**src/hw/rtl/bva_pkg.sv**
```systemverilog
// Types and constants shared by the battery voltage averager.
`default_nettype none
package bva_pkg;

  localparam int MV_W      = 14;
  localparam int ADC_W     = 12;
  localparam int PCT_W     = 7;
  localparam int CFG_IDX_W = 3;
  localparam int PROD_W    = ADC_W + MV_W;
  localparam int PCT_NUM_W = 21;  // 16383 * 100 fits

  localparam logic [MV_W-1:0]  MV_MAX   = '1;
  localparam logic [PCT_W-1:0] PCT_FULL = 7'd100;
  localparam logic [PCT_W-1:0] PCT_ZERO = 7'd0;
  localparam logic [6:0]       PCT_MUL  = 7'd100;

  localparam logic [MV_W-1:0] RST_FULL_SCALE = 14'd9900;
  localparam logic [MV_W-1:0] RST_LOW_THR    = 14'd3500;
  localparam logic [MV_W-1:0] RST_ABSENT     = 14'd500;
  localparam logic [MV_W-1:0] RST_EMPTY      = 14'd3500;
  localparam logic [MV_W-1:0] RST_FULL       = 14'd5000;

  typedef enum logic [CFG_IDX_W-1:0] {
    CFG_FULL_SCALE = 3'd0,
    CFG_LOW_THR    = 3'd1,
    CFG_ABSENT     = 3'd2,
    CFG_EMPTY      = 3'd3,
    CFG_FULL       = 3'd4
  } cfg_idx_e;

  typedef enum logic [3:0] {
    ST_IDLE,
    ST_MUL,
    ST_SCALE_EST,
    ST_SCALE_REM,
    ST_SCALE_FIX,
    ST_UPDATE,
    ST_MEAN_GO,
    ST_MEAN_WAIT,
    ST_PCT,
    ST_PCT_GO,
    ST_PCT_WAIT,
    ST_FIN
  } state_e;

  typedef enum logic {
    DSEL_MEAN,
    DSEL_PCT
  } div_sel_e;

  typedef struct packed {
    logic busy;
    logic done;
  } div_stat_t;

  typedef struct packed {
    logic     take_in;
    logic     mul_ld;
    logic     ring_rd;
    logic     est_ld;
    logic     rem_ld;
    logic     div_start;
    div_sel_e div_sel;
    logic     mv_ld;
    logic     ring_upd;
    logic     mean_ld;
    logic     pct_eval;
    logic     pct_ld;
    logic     out_ld;
  } ctl_t;

endpackage
`default_nettype wire

```
**src/hw/rtl/bva_divider.sv**
```systemverilog
// Restoring serial divider, one quotient bit per cycle.
`default_nettype none
module bva_divider import bva_pkg::*; #(
  parameter int N = 26,
  parameter int D = 17
) (
  input  wire logic         clk_i,
  input  wire logic         rst_ni,
  input  wire logic         start_i,
  input  wire logic [N-1:0] dividend_i,
  input  wire logic [D-1:0] divisor_i,
  output logic      [N-1:0] quotient_o,
  output div_stat_t         stat_o
);

  localparam int CNT_W = $clog2(N + 1);

  logic [N-1:0]     quo_q;
  logic [D-1:0]     rem_q;
  logic [D-1:0]     dvs_q;
  logic [CNT_W-1:0] cnt_q;
  logic             busy_q;
  logic             done_q;

  logic [D:0]   rem_sh;
  logic [D+1:0] diff;
  logic         fits;

  always_comb begin
    rem_sh = {rem_q, quo_q[N-1]};
    diff   = {1'b0, rem_sh} - {2'b00, dvs_q};
    fits   = ~diff[D+1];
  end

  always_ff @(posedge clk_i or negedge rst_ni) begin
    if (!rst_ni) begin
      busy_q <= 1'b0;
      done_q <= 1'b0;
      cnt_q  <= '0;
    end else begin
      done_q <= busy_q && !start_i && (cnt_q == CNT_W'(1));
      if (start_i) begin
        busy_q <= 1'b1;
        cnt_q  <= CNT_W'(N);
      end else if (busy_q) begin
        cnt_q <= cnt_q - CNT_W'(1);
        if (cnt_q == CNT_W'(1)) begin
          busy_q <= 1'b0;
        end
      end
    end
  end

  always_ff @(posedge clk_i) begin
    if (start_i) begin
      quo_q <= dividend_i;
      rem_q <= '0;
      dvs_q <= divisor_i;
    end else if (busy_q) begin
      quo_q <= {quo_q[N-2:0], fits};
      rem_q <= fits ? diff[D-1:0] : rem_sh[D-1:0];
    end
  end

  assign quotient_o  = quo_q;
  assign stat_o.busy = busy_q;
  assign stat_o.done = done_q;

endmodule
`default_nettype wire

```
**src/hw/rtl/battery_voltage_averager_core.sv**
```systemverilog
// The serial divider runs the mean and percentage divisions in turn; the percentage
//   division is skipped when the percentage clamps to 0 or 100.
// A new sample is taken only after the previous result is registered; a stalled result
//   holds the next one in the final state.
// Reset: control and configuration registers return to their defaults, the ring reads as empty through
//   the fill flag, so no clearing pass is needed.
`default_nettype none
module battery_voltage_averager_core import bva_pkg::*; #(
  parameter int RING_DEPTH     = 16,
  parameter int ADC_FULL_COUNT = 4096
) (
  input  wire logic                 clk_i,
  input  wire logic                 rst_ni,
  input  wire logic                 cfg_we_i,
  input  wire logic [CFG_IDX_W-1:0] cfg_idx_i,
  input  wire logic [MV_W-1:0]      cfg_data_i,
  input  wire logic                 in_valid_i,
  output logic                      in_ready_o,
  input  wire logic [ADC_W-1:0]     adc_sample_i,
  output logic                      out_valid_o,
  input  wire logic                 out_ready_i,
  output logic      [MV_W-1:0]      sample_mv_o,
  output logic      [MV_W-1:0]      mean_mv_o,
  output logic      [PCT_W-1:0]     charge_percent_o,
  output logic                      battery_low_o
);

  localparam int SLOT_W  = $clog2(RING_DEPTH);
  localparam int CNT_W   = $clog2(RING_DEPTH + 1);
  localparam int TOTAL_W = MV_W + SLOT_W;
  localparam int DIV_N   = (TOTAL_W > PCT_NUM_W) ? TOTAL_W : PCT_NUM_W;
  localparam int DIV_D   = (CNT_W > MV_W) ? CNT_W : MV_W;

  // reciprocal of the full count; the estimate is at most one below the true quotient
  localparam int RECIP = (1 << PROD_W) / ADC_FULL_COUNT;
  localparam int RCP_W = $clog2(RECIP + 1);
  localparam int EST_W = PROD_W + RCP_W;
  localparam logic [RCP_W-1:0]  RCP_K   = RCP_W'(RECIP);
  localparam logic [PROD_W-1:0] ADC_DIV = PROD_W'(ADC_FULL_COUNT);

  // configuration
  logic [MV_W-1:0] full_scale_q, low_thr_q, absent_q, empty_q, full_q;

  always_ff @(posedge clk_i or negedge rst_ni) begin
    if (!rst_ni) begin
      full_scale_q <= RST_FULL_SCALE;
      low_thr_q    <= RST_LOW_THR;
      absent_q     <= RST_ABSENT;
      empty_q      <= RST_EMPTY;
      full_q       <= RST_FULL;
    end else if (cfg_we_i) begin
      unique case (cfg_idx_i)
        CFG_FULL_SCALE: full_scale_q <= cfg_data_i;
        CFG_LOW_THR:    low_thr_q    <= cfg_data_i;
        CFG_ABSENT:     absent_q     <= cfg_data_i;
        CFG_EMPTY:      empty_q      <= cfg_data_i;
        CFG_FULL:       full_q       <= cfg_data_i;
        default: ;
      endcase
    end
  end

  // sequencer
  state_e state_q, state_d;
  ctl_t   ctl;

  logic                 out_valid_q;
  logic [ADC_W-1:0]     raw_q;
  logic [PROD_W-1:0]    prod_q;
  logic [PROD_W-1:0]    est_q;
  logic [PROD_W-1:0]    srem_q;
  logic [MV_W-1:0]      old_q;
  logic [MV_W-1:0]      mv_q;
  logic [MV_W-1:0]      mean_q;
  logic [PCT_W-1:0]     pct_q;
  logic [PCT_NUM_W-1:0] pct_num_q;
  logic [SLOT_W-1:0]    slot_q;
  logic                 filled_q;
  logic [TOTAL_W-1:0]   total_q;

  div_stat_t         div_stat;
  logic [DIV_N-1:0]  div_quo;
  logic [DIV_N-1:0]  div_dividend;
  logic [DIV_D-1:0]  div_divisor;
  logic [MV_W-1:0]   quo_sat;
  logic [CNT_W-1:0]  count;
  logic              pct_hi, pct_lo;
  logic [EST_W-1:0]  est_full;
  logic [PROD_W-1:0] scale_quo;
  logic [MV_W-1:0]   scale_sat;

  assign pct_hi = (mean_q >= full_q);
  assign pct_lo = (mean_q <= empty_q);

  always_comb begin
    state_d = state_q;
    unique case (state_q)
      ST_IDLE:       if (in_valid_i) state_d = ST_MUL;
      ST_MUL:        state_d = ST_SCALE_EST;
      ST_SCALE_EST:  state_d = ST_SCALE_REM;
      ST_SCALE_REM:  state_d = ST_SCALE_FIX;
      ST_SCALE_FIX:  state_d = ST_UPDATE;
      ST_UPDATE:     state_d = ST_MEAN_GO;
      ST_MEAN_GO:    state_d = ST_MEAN_WAIT;
      ST_MEAN_WAIT:  if (div_stat.done) state_d = ST_PCT;
      ST_PCT:        state_d = (pct_hi || pct_lo) ? ST_FIN : ST_PCT_GO;
      ST_PCT_GO:     state_d = ST_PCT_WAIT;
      ST_PCT_WAIT:   if (div_stat.done) state_d = ST_FIN;
      ST_FIN:        if (!out_valid_q || out_ready_i) state_d = ST_IDLE;
      default:       state_d = ST_IDLE;
    endcase
  end

  always_comb begin
    ctl         = '0;
    ctl.div_sel = DSEL_MEAN;
    unique case (state_q)
      ST_IDLE:       ctl.take_in = in_valid_i;
      ST_MUL: begin
        ctl.mul_ld  = 1'b1;
        ctl.ring_rd = 1'b1;
      end
      ST_SCALE_EST:  ctl.est_ld = 1'b1;
      ST_SCALE_REM:  ctl.rem_ld = 1'b1;
      ST_SCALE_FIX:  ctl.mv_ld = 1'b1;
      ST_UPDATE:     ctl.ring_upd = 1'b1;
      ST_MEAN_GO: begin
        ctl.div_start = 1'b1;
        ctl.div_sel   = DSEL_MEAN;
      end
      ST_MEAN_WAIT:  ctl.mean_ld = div_stat.done;
      ST_PCT:        ctl.pct_eval = 1'b1;
      ST_PCT_GO: begin
        ctl.div_start = 1'b1;
        ctl.div_sel   = DSEL_PCT;
      end
      ST_PCT_WAIT:   ctl.pct_ld = div_stat.done;
      ST_FIN:        ctl.out_ld = !out_valid_q || out_ready_i;
      default: ;
    endcase
  end

  assign in_ready_o = (state_q == ST_IDLE);

  // scaling by the full count: reciprocal estimate, then one remainder correction
  assign est_full  = EST_W'(prod_q) * EST_W'(RCP_K);
  assign scale_quo = est_q + ((srem_q >= ADC_DIV) ? PROD_W'(1) : PROD_W'(0));
  assign scale_sat = (|scale_quo[PROD_W-1:MV_W]) ? MV_MAX : scale_quo[MV_W-1:0];

  // divider operands
  always_comb begin
    count = filled_q ? CNT_W'(RING_DEPTH) : CNT_W'(slot_q);
    if (count == '0) count = CNT_W'(1);
  end

  always_comb begin
    unique case (ctl.div_sel)
      DSEL_MEAN: begin
        div_dividend = DIV_N'(total_q);
        div_divisor  = DIV_D'(count);
      end
      DSEL_PCT: begin
        div_dividend = DIV_N'(pct_num_q);
        div_divisor  = DIV_D'(full_q - empty_q);
      end
    endcase
  end

  assign quo_sat = (|div_quo[DIV_N-1:MV_W]) ? MV_MAX : div_quo[MV_W-1:0];

  bva_divider #(
    .N(DIV_N),
    .D(DIV_D)
  ) u_div (
    .clk_i     (clk_i),
    .rst_ni    (rst_ni),
    .start_i   (ctl.div_start),
    .dividend_i(div_dividend),
    .divisor_i (div_divisor),
    .quotient_o(div_quo),
    .stat_o    (div_stat)
  );

  // sample ring; entries past the fill point are not subtracted from the total until the first wrap
  logic [MV_W-1:0] ring_mem [RING_DEPTH];

  always_ff @(posedge clk_i) begin
    if (ctl.ring_upd) ring_mem[slot_q] <= mv_q;
    if (ctl.ring_rd)  old_q <= ring_mem[slot_q];
  end

  // control state
  always_ff @(posedge clk_i or negedge rst_ni) begin
    if (!rst_ni) begin
      state_q     <= ST_IDLE;
      slot_q      <= '0;
      filled_q    <= 1'b0;
      total_q     <= '0;
      out_valid_q <= 1'b0;
    end else begin
      state_q <= state_d;
      if (ctl.ring_upd) begin
        total_q <= total_q - (filled_q ? TOTAL_W'(old_q) : '0) + TOTAL_W'(mv_q);
        if (slot_q == SLOT_W'(RING_DEPTH - 1)) begin
          slot_q   <= '0;
          filled_q <= 1'b1;
        end else begin
          slot_q <= slot_q + SLOT_W'(1);
        end
      end
      if (ctl.out_ld) out_valid_q <= 1'b1;
      else if (out_ready_i) out_valid_q <= 1'b0;
    end
  end

  // datapath
  always_ff @(posedge clk_i) begin
    if (ctl.take_in) raw_q  <= adc_sample_i;
    if (ctl.mul_ld)  prod_q <= PROD_W'(raw_q) * PROD_W'(full_scale_q);
    if (ctl.est_ld)  est_q  <= PROD_W'(est_full[EST_W-1:PROD_W]);
    if (ctl.rem_ld)  srem_q <= prod_q - est_q * ADC_DIV;
    if (ctl.mv_ld)   mv_q   <= scale_sat;
    if (ctl.mean_ld) mean_q <= quo_sat;
    if (ctl.pct_eval) begin
      if (pct_hi) pct_q <= PCT_FULL;
      else if (pct_lo) pct_q <= PCT_ZERO;
      pct_num_q <= PCT_NUM_W'(mean_q - empty_q) * PCT_NUM_W'(PCT_MUL);
    end
    if (ctl.pct_ld) pct_q <= div_quo[PCT_W-1:0];
    if (ctl.out_ld) begin
      sample_mv_o      <= mv_q;
      mean_mv_o        <= mean_q;
      charge_percent_o <= pct_q;
      battery_low_o    <= (mean_q > absent_q) && (mean_q < low_thr_q);
    end
  end

  assign out_valid_o = out_valid_q;

endmodule
`default_nettype wire

```
**config.mk**
```make
export PLATFORM = sky130hd
export DESIGN_NAME = battery_voltage_averager_core
export DESIGN_NICKNAME = d
export VERILOG_FILES = /design/src/hw/rtl/bva_pkg.sv /design/src/hw/rtl/bva_divider.sv /design/src/hw/rtl/battery_voltage_averager_core.sv
export SDC_FILE = /design/constraint.sdc
export NUM_CORES = 1
export LEC_CHECK = 0
export ABC_AREA = 1
export ABC_CLOCK_PERIOD_IN_PS = 5900
export BUFFER_PORTS_ARGS = -buffer_cell sky130_fd_sc_hd__buf_2
export CELL_PAD_IN_SITES_DETAIL_PLACEMENT = 0
export CELL_PAD_IN_SITES_GLOBAL_PLACEMENT = 2
export CORE_MARGIN = 1.5
export CORE_UTILIZATION = 42
export CTS_CLUSTER_SIZE = 8
export DETAILED_ROUTE_END_ITERATION = 12
export MAX_ROUTING_LAYER = met4
export PLACE_DENSITY_LB_ADDON = 0.05
export SLEW_MARGIN = 20
export SYNTH_ARGS = -nofsm -noshare
export SYNTH_HDL_FRONTEND = slang
export SYNTH_SLANG_ARGS = --single-unit
```
**constraint.sdc**
```tcl
create_clock -name clk_i -period 5.9 [get_ports clk_i]
set_clock_uncertainty 0.05 [all_clocks]
set_input_delay 0.295 -clock clk_i [delete_from_list [all_inputs] [get_ports clk_i]]
set_output_delay 0.295 -clock clk_i [all_outputs]
set_load 0.03 [all_outputs]
```
# Yosys cells after proc, flatten, opt, wreduce, memory -nomap -nowiden
# Memory sizes are Yosys's and may differ from the RTL's. A register that Yosys moved wholly into a read port is not among the register bits.
# Cells that the tools add are included.
# totals
word_cells	132
register_bits	322
n_memories	1
out_inout_bits	38
inputBits	34
ramBits	224
# mem_list
memory	words	width	rd	rd_ports_with_merged_regs	write_ports	line_no	text
ring_mem	16	14	1	1	1	battery_voltage_averager_core.sv:185	logic [MV_W-1:0] ring_mem [RING_DEPTH];
# op_classes
magnitude_cmp	5
muxes	40
n_eq_ne	21
n_addsub	9
n_reduce_logical	24
n_mul	2
n_bitwise	2
# ops
op	count
$pmux 4 s12	1
$mux 21	2
$pmux 21 s2	1
$mux 14	2
$mux 7	4
$pmux 14 s2	1
$ge 26x13->1 const B	1
$mul 12x14->26	1
$sub 26x26->26	1
$mul 21x5->19 const B	1
$eq 4x4->1 const B	5
$mux 4	5
$mux 5	4
$add 18x14->18	1
$sub 18x14->18	1
$mux 1	17
$eq 4x3->1 const B	4
$sub 15x14->16	1
$add 14x1->15	1
$sub 14x14->15	1
$ge 14x14->1	1
$gt 14x14->1	1
$le 14x14->1	1
$lt 14x14->1	1
26 further kinds	44

# Logic depth before layout (Yosys ltp)
# Gate-level depths: netlist of the first run.
# depth
word_depth	5
ltp_mapped	27
depth_no_buf	27

# Cells and area by module
# Synthesis of the first run repeated with hierarchy kept, for this count alone.
# hier_totals
cells_unflattened	3518
area_unflattened_um2	32829.0
# modules_own_cells
module	n_inst	area_per_inst_um2	cells_each	seq_area_each_um2
battery_voltage_averager_core	1	29507.0	3087	13963.4
bva_divider	1	3321.9	431	1506.4

# Worst setup path before layout of the first run
# Ideal clock, no wire load.
# synth_timing
path_type	reg2reg
from	reg full_scale_q[5]
to	reg prod_q[17], data pin
slack_ps	877
path_stages_with_launch	22
n_path_buf	1
synth_period_minus_slack_ps	5023
arrival_time_ps	4721
required_ps	5598
setup_ps	252
path_cell_list	dfstp_2 > clkbuf_1 > nand2_1 > fa_1 > inv_1 > fa_1 > inv_1 > fa_1 > inv_1 > fa_1 > inv_1 > fa_1 > inv_1 > ha_1 > a21oi_1 > o21ai_0 > a21oi_1 > o21bai_1 > nand2_1 > nand2_1 > nand2_1 > nand2_1
# synth_between
elab_chain_cells	1
# synth_lines
item	line_no	text
start, declared	battery_voltage_averager_core.sv:42	logic [MV_W-1:0] full_scale_q, low_thr_q, absent_q, empty_q, full_q;
start signal, assigned	battery_voltage_averager_core.sv:53	CFG_FULL_SCALE: full_scale_q <= cfg_data_i;
$mul 12x14->26	battery_voltage_averager_core.sv:219	if (ctl.mul_ld) prod_q <= PROD_W'(raw_q) * PROD_W'(full_scale_q);
end signal, assigned	battery_voltage_averager_core.sv:219	
end, declared	battery_voltage_averager_core.sv:69	logic [PROD_W-1:0] prod_q;
# No other way between the ends.
# A chain may end at the register's enable or synchronous reset.

# Final worst setup path of the first run
# layout_timing
from	reg full_scale_q[6]
to	reg prod_q[25], data pin
# Same word-level chain as after synthesis.

==> run metrics, run 1 <==
Post-DP HPWL=62000 microns; largest net degree at the start of global routing=97; FILL cells=7182; PortBufs=71; Power Density=608 mW/mm^2; Critical Path Sink Type=register; Via density=5.09; Final Setup Violations=0; Die ar.=0.0790 sq mm; I/O pin cnt=72; Max Cap Violations=0; top cell type's share of synthesized area=38.6%; Post-synth EDFFs=417; gr ovfl total=0; worst slew pin tran=1050 ps; Critical Path Max Stage Delay=550 ps; Slew Viols, Final=0; synth top area cells=edfxtp_1 39%, fa_1 9.4%, ha_1 8.7%; placed cell count=4420; R2R Path Start=full_scale_q[6]$_DFFE_PN0P_; HP Start=cfg_data_i[6]; RSZ-0062 raised after global routing=no; final WL=85200 microns; CP Data Required Time=6200 ps; crit-path max FO=13; WHS=18.6 ps; total track usage=22.7%; Final #Nets=3898; sequence of cells on the critical path=nand2_1, inv_1, fa_1, inv_1, fa_1, inv_1, fa_1, fa_1, inv_1, fa_1, inv_1, ha_1, a21oi_1, inv_1, a31oi_1, o21ai_0, nand2_1, nand3_1, xor2_1; Clock Sinks=536; Warnings, synthesis=0; final total negative setup slack=0 ps; Antenna Nets Post-Route=0; commonest non-fill, non-tap cell in the layout=nand2_1; Most common cell on crit path=inv_1; clock root buffer=clkbuf_16; GP Congestion=0.869; synthesized instance count=3371; vias in the first global route=23600; leakage power=16.5 nW; total CTS buffers=77; Mapped Avg Cell Area=9.63 sq um; CTS H-Tree Depth=3; minimum clock period=5260 ps; most frequent cells in the layout=721 x nand2_1, 595 x inv_1, 417 x edfxtp_1, 246 x o21ai_0, 243 x nor2_1; first-pass GRT wire length=133000 microns; Final Util=47.8%; Clock transition at path regs=50 ps; Power, Total=22.2 mW; syn_nets=3784; fraction of registers with async set/reset=19.6%; n_diodes=0; Initial Util=42.6%; Slew HR=29.8%; Core Area=0.0762 sq mm; Tcrit/Tclk final=89.2%; worst skew pair latency=650 ps; area of placed instances=0.0340 sq mm; Hold Path Class=primary input to register; count of cell types in the netlist=58; DIE HEIGHT=281 microns; Seq/Total Area, Yosys=47.7%; slowest stage cell on the critical path=dfrtp_1; #FFs+latches synth=536; antenna violations before repair=3; register area=0.0155 sq mm; Worst Setup SP=full_scale_q[6]$_DFFE_PN0P_; CTS tree=done; design area=0.0365 sq mm; run status=completed; Crit Path Class=register to register; Multi-input gate area=0.0143 sq mm; Initial DRC Count=1443; Synth Flop Type=edfxtp_1; vias=23200; row count=101; die extent in x=281 microns; Finished Layout Cells=4552; DP Worst Slack=558 ps; maximum vdd drop=0.361 mV; worst path arrival time=5560 ps; Post-Syn Area=0.0325 sq mm; Post-CTS Setup Bufs=0; slack of the critical path=637 ps; share of layout cells above drive strength 1=7.92%; Startpoint Class=register; area grow syn2layout=12.3%; wire per inst=18.7 microns; DR pass1 iterations=5; DR DRC count=0; endpoints failing hold=0; Yosys top cell by area=edfxtp_1; Clock Tree Buf Depth=3; Fmax=0.190 GHz
==> routing by layer <==
metal / vias to the layer above / GRT usage, % / share of wire [%]
met3: 100 / 3.01 / 3.9
met1: 11400 / 30.5 / 47
met4: 0 / 4.82 / 1.6
met5: - / - / 0
li1: 11300 / - / -
met2: 430 / 36.7 / 47
==> flip-flops by register name (all words and copies together), names as in the netlist, 12 cells and up <==
name	flops
full_scale_q	14
empty_q	14
absent_q	14
srem_q	14
prod_q	14
u_div.rem_q	14
u_div.dvs_q	14
pct_num_q	19
sample_mv_o	14
total_q	18
u_div.quotient_o	21
mean_q	14
full_q	14
ring_mem	224
low_thr_q	14
old_q	14
est_q	14
mean_mv_o	14
raw_q	12
mv_q	14
==> power by group <==
| part | leakage [nW] | switching, mW | total [mW] | internal (mW) |
|---|---|---|---|---|
| clock network | 1.08 | 1.69 | 4.13 | 2.44 |
| logic | 10.3 | 7.80 | 12.2 | 4.35 |
| registers | 5.17 | 0.540 | 5.90 | 5.36 |
| total | 16.5 | 10.0 | 22.2 | 12.2 |
==> cell families after synthesis <==
kind of cell	synth area share, %
simple gates	15.1
buf+inv	8.27
flops	47.7
compound gates	8.94
fa+ha+maj	18.1
xor+xnor	1.92
mux	0.0308
==> cells in the mapped netlist, types with 6 or more instances <==
| master | number |
|---|---|
| o21bai_1 | 8 |
| nor2_1 | 246 |
| edfxtp_1 | 417 |
| xnor2_1 | 26 |
| nor3_1 | 20 |
| inv_2 | 6 |
| nand3_2 | 10 |
| clkbuf_1 | 73 |
| nand3_1 | 101 |
| dfstp_2 | 32 |
| ha_1 | 227 |
| a31oi_1 | 9 |
| buf_2 | 13 |
| a21oi_1 | 117 |
| nor4_1 | 6 |
| nand3b_1 | 18 |
| nand2_1 | 721 |
| fa_1 | 152 |
| o21ai_2 | 9 |
| nand4_1 | 32 |
| o21ai_1 | 9 |
| dfrtp_1 | 73 |
| o21ai_0 | 246 |
| o22ai_1 | 60 |
| inv_1 | 595 |
| o221ai_1 | 14 |
| dfxtp_1 | 14 |
| xor2_1 | 45 |
| a21boi_0 | 6 |
| a21o_1 | 17 |
==> layout make-up <==
cell class / count / share of cell area (%)
Clock buffer: 109 / 5.67
Clock inverter: 7 / 0.549
Inverter: 603 / 6.22
Multi-Input combinational cell: 2137 / 39.3
Sequential cell: 536 / 42.4
Tap cell: 1030 / 3.53
Timing Repair Buffer: 130 / 2.31
==> repair_timing <==
item | in CTS | in global routing
gates resized for setup | 0 | 0
hold buffers | 16 | 0
endpoints found under the hold margin | 48 | 0
==> path summary, 6_finish.rpt <==
kind                       slack, ps  cells after the start                             to
max                              640                     19           prod_q[25]$_DFFE_PP_
min                               20                      3       low_thr_q[6]$_DFFE_PN0P_
max reg2reg                      640                     19           prod_q[25]$_DFFE_PP_
min reg2reg                      350                      0  charge_percent_o[4]$_DFFE_PP_
max in group asynchronous       4230                      3    full_scale_q[1]$_DFFE_PN0P_
min in group asynchronous        160                      2     u_div.cnt_q[0]$_DFFE_PN0P_
==> worst max-delay path: cells and delay by family, from the launching register on <==
family	cells	cell delay, ps
simple gates	3	290
xor+xnor	1	140
fa+ha+maj	6	2980
buf+inv	6	340
flops	1	550
compound gates	3	670
No activity file was read; power rests on OpenSTA's default activity.
==> run 2, diff against run 1 <==
CORE_UTILIZATION = 39   (was 42)
==> run metrics, run 2 (synthesis results as in run 1) <==
FILL cells=7966 (+11%); DR DRC count=0 (unchanged); Antenna Nets Post-Route=0 (unchanged); Startpoint Class=register; met2 usage=34.4% (-2.3 points); total track usage=21.3% (-1.4 points); Most common cell on crit path=fa_1; clock root buffer=clkbuf_16; minimum clock period=5370 ps (+111 ps); Initial DRC Count=1356 (-6.0%); Post-CTS Setup Bufs=0 (unchanged); row count=105 (+4.0%); Post-DP HPWL=63700 microns (+2.8%); Max Cap Violations=0 (unchanged); slowest stage cell on the critical path=edfxtp_1; leakage power=16.6 nW (+0.31%); gr ovfl total=0 (unchanged); RSZ-0062 raised after global routing=no; vias in the first global route=23600 (+0.098%); most frequent cells in the layout=721 x nand2_1, 595 x inv_1, 417 x edfxtp_1, 246 x o21ai_0, 243 x nor2_1; Clock Sinks=536 (unchanged); endpoints failing hold=0 (unchanged); met3 Track Usage GR=2.63% (-0.38 points); antenna violations before repair=1 (-2); PortBufs=71 (unchanged); Slew HR=30.1% (+0.28 points); crit-path max FO=14 (+1); Final Setup Violations=0 (unchanged); Final #Nets=3899 (+0.026%); share of layout cells above drive strength 1=8.00% (+0.079 points); Initial Util=39.5% (-3.1 points); sequence of cells on the critical path=nand2_1, fa_1, inv_1, fa_1, fa_1, fa_1, inv_1, fa_1, inv_1, ha_1, a21oi_1, inv_1, a31oi_1, o21ai_0, nand2_1, nand3_1, xor2_1; Clock Tree Buf Depth=3 (unchanged); Largest register FFs=224 (unchanged); Core Area=0.0822 sq mm (+7.9%); Hold Path Class=primary input to register; grt met1 use=29.0% (-1.5 points); Multi-input gate area=0.0143 sq mm (about the same); wire per inst=18.9 microns (+0.91%); largest net degree at the start of global routing=89 (-8.2%); Crit Path Class=register to register; worst skew pair latency=650 ps (about the same); GP Congestion=0.843 (-2.9%); die extent in x=292 microns (+3.7%); vias=22900 (-1.3%); Slew Viols, Final=0 (unchanged); worst path arrival time=5670 ps (+110 ps); global route hottest layer=met2; Clock transition at path regs=50 ps (about the same); final WL=87000 microns (+2.1%); CP Data Required Time=6200 ps (about the same); run status=completed; DR pass1 iterations=5 (unchanged); Critical Path Sink Type=register; CTS H-Tree Depth=3 (unchanged); register area=0.0155 sq mm (unchanged); maximum vdd drop=0.399 mV (+11%); design area=0.0366 sq mm (+0.50%); Power Density=610 mW/mm^2 (+0.29%); Critical Path Max Stage Delay=710 ps (+160 ps); DIE HEIGHT=292 microns (+3.7%); Fmax=0.186 GHz (-2.1%); area grow syn2layout=12.9%; Tcrit/Tclk final=91.1% (+1.9 points); Die ar.=0.0850 sq mm (+7.6%); worst slew pin tran=1040 ps (-5.06 ps); Via density=4.97 (-2.5%); I/O pin cnt=72 (unchanged); first-pass GRT wire length=136000 microns (+2.4%); final total negative setup slack=0 ps (unchanged); total CTS buffers=78 (+1.3%); CTS tree=done; area of placed instances=0.0341 sq mm (+0.15%); Biggest register=ring_mem; commonest non-fill, non-tap cell in the layout=nand2_1; Power, Total=22.4 mW (+0.79%)
## run 2: cell count changes in the layout (fill, tap and decap cells not counted), sizes merged
cell    before  now
clkbuf     109  122
clkinv       6    8
diode        0    1
inv        604  603
bufinv       0    1
## run 2: routing by layer
metal  vias up  part of all wire (%)
li1      11300                     -
met1     11100                    48
met2       384                    47
met3        94                   3.4
met4         0                   1.5
met5         -                     0
## run 2: through the flow
step | hold slack [ps] | cells | setup WS [ps] | utilization [%]
after floorplan | -50.6 | 3371 | 877 | -
after global placement | 332 | 4460 | 511 | 41.4
after detailed placement | 341 | 4460 | 474 | 41.4
after CTS | 1.71 | 4607 | 482 | 44.5
after global routing | 16.5 | 4607 | 274 | 44.6
final | 9.27 | 4608 | 525 | 44.6
## run 2: layout make-up
| class | instances | share of cell area (%) |
|---|---|---|
| antenna | 1 | 0.00683 |
| clock buffer | 122 | 5.86 |
| clock inverter | 9 | 0.669 |
| inverter | 603 | 6.18 |
| multi-input combinational | 2137 | 39.1 |
| sequential | 536 | 42.2 |
| tap | 1070 | 3.65 |
| timing repair buffer | 130 | 2.29 |
## run 2: worst paths after layout
path	start	end	slack, ps	depth (start not counted)
setup / recovery	raw_q[5]$_DFFE_PP_	prod_q[25]$_DFFE_PP_	530	17
hold / removal	cfg_data_i[5]	full_q[5]$_DFFE_PN0P_	9	3
setup reg to reg	raw_q[5]$_DFFE_PP_	prod_q[25]$_DFFE_PP_	530	17
hold reg to reg	pct_q[3]$_SDFFCE_PN0P_	charge_percent_o[3]$_DFFE_PP_	380	0
max in group asynchronous	rst_ni	full_scale_q[4]$_DFFE_PN0P_	4210	3
min in group asynchronous	rst_ni	empty_q[12]$_DFFE_PN0P_	220	2
## run 2: what timing repair did
action,CTS,global route
endpoints found under the hold margin,53,0
resized for setup,0,0
hold buffers,16,0
## run 2: report_power, final
group | internal, mW | switching, mW | total, mW
Sequential | 5.36 | 0.539 | 5.90
Combinational | 4.36 | 7.79 | 12.2
Clock | 2.56 | 1.74 | 4.31
## run 2: critical path: cells and delay by family (launching register included)
family                   cells  cell delay, ps
AO/OA/AOI/OAI                3             710
XOR/XNOR                     1             150
adder cells (fa/ha/maj)      6            2980
buffers and inverters        4             220
flip-flops                   1             710
AND/OR/NAND/NOR              3             310
==> run 3, diff against run 2 <==
ABC_CLOCK_PERIOD_IN_PS = 5100   (was 5900)
CELL_PAD_IN_SITES_DETAIL_PLACEMENT = 2   (was 0)
clock period = 5.1 ns   (was 5.9 ns; I/O delays follow)
==> run metrics, run 3 (synthesis results as in run 1) <==
Die ar.=0.0850 sq mm (unchanged); most frequent cells in the layout=705 x nand2_1, 592 x inv_1, 417 x edfxtp_1, 239 x o21ai_0, 234 x nor2_1; Initial DRC Count=1012 (-25%); sequence of cells on the critical path=nand2_1, inv_1, fa_1, inv_1, fa_1, inv_1, fa_1, fa_1, inv_1, fa_1, inv_1, ha_4, buf_4, nand2_2, a21oi_1, nor2_1, o21bai_1, a21oi_2, nand3_1, nand2_1; vias in the first global route=28400 (+21%); Tcrit/Tclk final=97.7% (+6.6 points); minimum clock period=4980 ps (-394 ps); largest net degree at the start of global routing=96 (+7.9%); endpoints failing hold=0 (unchanged); final total negative setup slack=0 ps (unchanged); DR DRC count=0 (unchanged); Worst Setup SP=raw_q[8]$_DFFE_PP_; Clock Tree Buf Depth=3 (unchanged); R2R depth=20 (+3); flop-to-flop setup slack=120 ps (-410 ps); gr ovfl total=0 (unchanged); vias=24600 (+7.4%); Slew Viols, Final=0 (unchanged); run status=completed; reg2reg end=prod_q[22]$_DFFE_PP_; final WL=105000 microns (+21%); Startpoint Class=register; Fmax=0.201 GHz (+7.9%); Crit Path Class=register to register; R2R Path Start=raw_q[8]$_DFFE_PP_; worst path arrival time=5310 ps (-360 ps); Clock Sinks=536 (unchanged); Final #Nets=3985 (+2.2%); crit-path max FO=7 (-7); CP Data Required Time=5430 ps (-770 ps); DIE HEIGHT=292 microns (unchanged); Clock transition at path regs=50 ps (about the same); Post-DP HPWL=77600 microns (+22%); Critical Path Sink Type=register; Largest register FFs=224 (unchanged); GP Congestion=0.861 (+2.1%); area grow syn2layout=16.6%; Antenna Nets Post-Route=0 (unchanged); worst skew pair latency=660 ps (about the same); first-pass GRT wire length=164000 microns (+20%); worst slew pin tran=1030 ps (-10.4 ps); PortBufs=71 (unchanged); placed cell count=4513 (+1.2%); Via density=5.23 (+5.4%); Critical Path Max Stage Delay=540 ps (-170 ps); Slew HR=31.0% (+0.87 points); total track usage=25.7% (+4.4 points); Hold Path Class=primary input to register; slowest stage cell on the critical path=edfxtp_1; Finished Layout Cells=4698 (+2.0%); Final Setup Violations=0 (unchanged); wire per inst=22.4 microns (+18%); DP Worst Slack=-229 ps (-703 ps); Biggest register=ring_mem; DR pass1 iterations=4 (-1); Initial Util=39.5% (unchanged); die extent in x=292 microns (unchanged); row count=105 (unchanged); total CTS buffers=79 (+1.3%); Core Area=0.0822 sq mm (unchanged); worst setup path end=prod_q[22]$_DFFE_PP_; slack of the critical path=120 ps (-406 ps); Max Cap Violations=0 (unchanged); I/O pin cnt=72 (unchanged); commonest non-fill, non-tap cell in the layout=nand2_1; share of layout cells above drive strength 1=11.9% (+3.9 points); CTS tree=done; clock root buffer=clkbuf_16; CTS H-Tree Depth=3 (unchanged); antenna violations before repair=3 (+2); Final Util=46.0% (+1.5 points)
==> run 3: changes by cell type in the layout (fill, tap and decap cells not counted), sizes merged <==
| cell | change |
|---|---|
| buf | +78 |
| dlygate4sd3 | +7 |
| inv | +2 |
| clkbuf | +1 |
| clkinvlp | +1 |
| diode | +1 |
==> run 3: critical path: cells and delay by family, from the launching register on <==
family          cells  cell delay (ps)
fa+ha+maj           6             2780
flops               1              540
compound gates      3              500
simple gates        5              440
buf+inv             6              440
==> run 3: routing by layer <==
| layer | wire length, microns | share of wire [%] | up-vias | GRT usage (%) |
|---|---|---|---|---|
| li1 | - | - | 11400 | - |
| met1 | 46000 | 44 | 12700 | 31.4 |
| met2 | 53600 | 51 | 332 | 44.8 |
| met4 | 2600 | 2.5 | 0 | 6.92 |
| met5 | 0 | 0 | - | - |
| met3 | 2870 | 2.7 | 145 | 3.11 |
==> run 3: worst min path at each step <==
stage | start | to | cells after the start
3_3_place_gp | rst_ni | u_div.cnt_q[2]$_DFFE_PN0P_ | 1
5_1_grt | cfg_data_i[9] | full_q[9]$_DFFE_PN1P_ | 3
4_1_cts | cfg_data_i[9] | full_q[9]$_DFFE_PN1P_ | 3
3_5_place_dp | rst_ni | u_div.cnt_q[2]$_DFFE_PN0P_ | 1
6_report | cfg_data_i[9] | full_q[9]$_DFFE_PN1P_ | 3
2_1_floorplan | rst_ni | absent_q[0]$_DFFE_PN0P_ | 0
==> run 3: cell type report <==
cell class	count	area (sq um)
inverters	603	2270
well taps	1070	1340
fillers	8680	44400
clock buffers	123	2150
multi-input cells	2137	14800
repair buffers	215	1550
clock inverters	12	245
flip-flops and latches	536	15500
diodes	2	5.00
==> run 3: repair_timing <==
action                                  4_1_cts  5_1_grt
hold buffers                                 23        0
endpoints found under the setup margin       10       18
pin swaps                                     5       50
gates cloned                                  0        0
hold endpoints to repair                     87        0
gates resized for setup                      19       92
setup buffers                                 8       16
==> run 3: metrics by stage <==
step           area, sq um  hold WS, ps
5_1_grt              37800         27.1
3_5_place_dp         34500          356
3_3_place_gp         34500          338
6_report             37800         47.2
2_1_floorplan        32500        -90.6
4_1_cts              37300         8.37
Power of run 3 is left out: the tool's default activity adds up to more than one toggle a clock period on the data nets, which glitch-free logic cannot reach.
